<file path="config.mk">
export PLATFORM = sky130hd
export DESIGN_NAME = sqv_mul
export DESIGN_NICKNAME = d
export VERILOG_FILES = /design/src/hw/rtl/sqv_mul.sv
export SDC_FILE = /design/constraint.sdc
export NUM_CORES = 2
export LEC_CHECK = 0
export BUFFER_PORTS_ARGS = -buffer_cell sky130_fd_sc_hd__buf_2
export CAP_MARGIN = 20
export CORE_MARGIN = 5
export CORE_UTILIZATION = 55
export DETAILED_ROUTE_END_ITERATION = 8
export HOLD_SLACK_MARGIN = 0.05
export PLACE_DENSITY = 0.82
export SETUP_SLACK_MARGIN = 0.5
export SKIP_CTS_REPAIR_TIMING = 1
export SLEW_MARGIN = 15
export SYNTH_ARGS = -nofsm -noshare
export SYNTH_HDL_FRONTEND = slang
export SYNTH_SLANG_ARGS = --single-unit
</file>
<file path="constraint.sdc">
create_clock -name i_clk -period 12.91 [get_ports i_clk]
set_input_delay 2.582 -clock i_clk [delete_from_list [all_inputs] [get_ports i_clk]]
set_output_delay 2.582 -clock i_clk [all_outputs]
set_load 0.01 [all_outputs]
</file>
<file path="src/hw/rtl/sqv_mul.sv">
module sqv_mul #(
    parameter int A_W = 41,
    parameter int B_W = 28
) (
    input  logic                     i_clk,
    input  logic signed [A_W-1:0]    i_a,
    input  logic signed [B_W-1:0]    i_b,
    output logic signed [A_W+B_W-1:0] o_prod
);

    logic signed [A_W+B_W-1:0] r_prod;

    // Register the full signed product
    always_ff @(posedge i_clk) begin
        r_prod <= (A_W+B_W)'(i_a) * (A_W+B_W)'(i_b);
    end

    assign o_prod = r_prod;

endmodule

</file>
==> qor.yml <==
area_delta_synth_final_pct: 3.574
dpl.hpwl_mm: 84.65
setup_violations: 0
routed_wl_mm: 107.3
grt_usage_pct: 28.56
design.portCount: 139
relSlewSlack_pct: 26.15
vias_per_cell: 5.589
grt_pass1_wl_mm: 177.0
cts.clk_slew.worst_paths_ns: 0.07
async_flop_share_pct: 0
yosys_most_used_dff: "dfxtp_1"
syn-cell-area_mm2: 0.04060
cp-end-kind: "flip-flop"
ys_seq_elements: 69
synthesis.nets: 5801
vias: 29380
postPlaceCellArea_mm2: 0.04170
ant_nets: 0
min_period_ns: 10.75
drv_cap: 0
design_area_mm2: 0.04206
yosys_warnings: 0
io_buffers: 138
dr.pass1.iters: 7
synth_top_area_share_pct: 57.24
wl_per_cell_um: 20.41
crit_fanout: 41
gr-total-overflow: 0
synth-seq-area-share_pct: 3.402
die_area_mm2: 0.07936
slew_violations: 0
clockBufferDepth: 2
max_freq_ghz: 0.09305
globalplace.congestion: 0.9241
hold_viol_final: 0
min_path_cells: 2
fin_util_pct: 57.54
fp-row-count: 99
min-delay-start: "i_a[0]"
setup_slack_ns: 2.163
cts-root-buf: "clkbuf_16"
synth_cell_type_count: 72
start_kind: "primary input"
drive_gt1_share_pct: 4.830
required_ns: 13.23
synth.top_cells.by_area: "fa_1 (57%), inv_1 (9.8%), nand2_1 (6.7%), and2_1 (6.6%), ha_1 (6.5%)"
rsz0062_at_grt: "no"
grt_pass1_vias: 33500
cts_tree: "done"
core-area_mm2: 0.07308
min_to: "o_prod[0]$_DFF_P_"
worstSetupPathType: "primary input to flip-flop"
start_util_pct: 55.56
drt-initial-drc-count: 2204
antenna_found_initial: 16
nNetsFinal: 5723
hp-class: "primary input to flip-flop"
synth_edf_count: 0
drc: 0
synthCells: 4359
h-tree-depth: 3
finalCritPeriodShare_pct: 83.25
cts.sinks: 69
yosysMostFrequentCell: "fa_1"
worst_pin_slew_ns: 1.108
yosys-top-cells-count: "fa_1 (1,161), inv_1 (1,061), nand2_1 (729), and2_1 (426), clkbuf_1 (243)"
die_h_um: 281.7
yosys.area.top_type: "fa_1"
pre_cts_ws_ns: 1.764
cp.arrival_ns: 11.06
status: "finished, final reports clean"
largest_reg_flops: 69
grt_max_degree: 42
setup_tns_ns: 0
cts_inserted_buffers: 9
syn_area_per_cell_um2: 9.315
die_w_um: 281.7
## critical path, stage by stage
cell	delay [ns]
buf_2	0.69
nand2_1	0.27
inv_1	0.17
fa_1	0.55
fa_1	0.76
fa_1	0.53
fa_1	0.86
inv_1	0.45
fa_1	0.61
inv_1	0.06
fa_1	0.56
fa_1	0.43
ha_1	0.29
ha_1	0.36
a21o_1	0.21
a21o_1	0.17
a21o_1	0.18
a21oi_1	0.13
nor2_1	0.06
a211oi_1	0.51
o211a_1	0.28
nand2_1	0.09
o211ai_1	0.20
## worst max path at each step
stage,cells after the start,endpoint,slack (ns),startpoint
5_1_grt,23,o_prod[68]$_DFF_P_,1.60,i_b[1]
2_1_floorplan,27,o_prod[65]$_DFF_P_,2.95,i_a[40]
4_1_cts,23,o_prod[65]$_DFF_P_,2.12,i_b[1]
3_3_place_gp,23,o_prod[67]$_DFF_P_,1.96,i_b[1]
6_report,23,o_prod[65]$_DFF_P_,2.16,i_b[1]
3_5_place_dp,23,o_prod[65]$_DFF_P_,1.76,i_b[1]
## kinds of logic after synthesis
| logic type | after synthesis | share of synthesized area [%] |
|---|---|---|
| adders and majority gates | 1372 | 63.74 |
| and+or+nand+nor | 1317 | 15.36 |
| buffers and inverters | 1315 | 12.28 |
| AOI/OAI and AO/OA | 213 | 3.624 |
| xor gates and xnor gates | 72 | 1.553 |
| DFF | 69 | 3.402 |
| muxes | 1 | 0.03697 |
## stage by stage
| step | hold WS [ns] | instances |
|---|---|---|
| 6_report | 2.639 | 5256 |
| 5_1_grt | 2.643 | 5252 |
| 4_1_cts | 2.620 | 5245 |
| 3_5_place_dp | 2.975 | 5229 |
| 3_3_place_gp | 2.977 | 5229 |
| 2_1_floorplan | 2.709 | 4359 |
## layer usage
| metal | track usage (%) | part of all wire (%) |
|---|---|---|
| met1 | 35.10 | 35 |
| met2 | 49.04 | 50 |
| met3 | 5.424 | 8.9 |
| met4 | 13.70 | 5.7 |
| met5 | 0 | 0.051 |
## layout make-up
| type | count | area [um^2] |
|---|---|---|
| clock inverter | 6 | 93.84 |
| multi-input combinational | 2975 | 34240 |
| tap | 959 | 1200 |
| antenna | 11 | 27.53 |
| fill | 6097 | 31030 |
| timing repair buffer | 165 | 893.4 |
| clock buffer | 10 | 239.0 |
| sequential | 69 | 1381 |
| inverter | 1061 | 3983 |
## placed cells by master (no fill, tap or decap), types with 11 or more instances in the layout
cell type  netlist  routed
nor3_1          14      14
buf_2            1     138
inv_1         1061    1061
xor2_1          26      26
dfxtp_1         69      69
o21ai_0         27      27
nor2_1          66      66
xnor2_1         46      46
a21o_1          43      43
nand3_1         23      23
fa_1          1161    1161
ha_1           211     211
diode_2          0      11
buf_4            3      27
a21oi_1         65      65
nand2_1        729     729
and2_1         426     426
nand4_1         12      12
nand2b_1        11      11
Power is not shown: default switching activity piles up to over one toggle a cycle in this logic, so the estimate is an artifact.
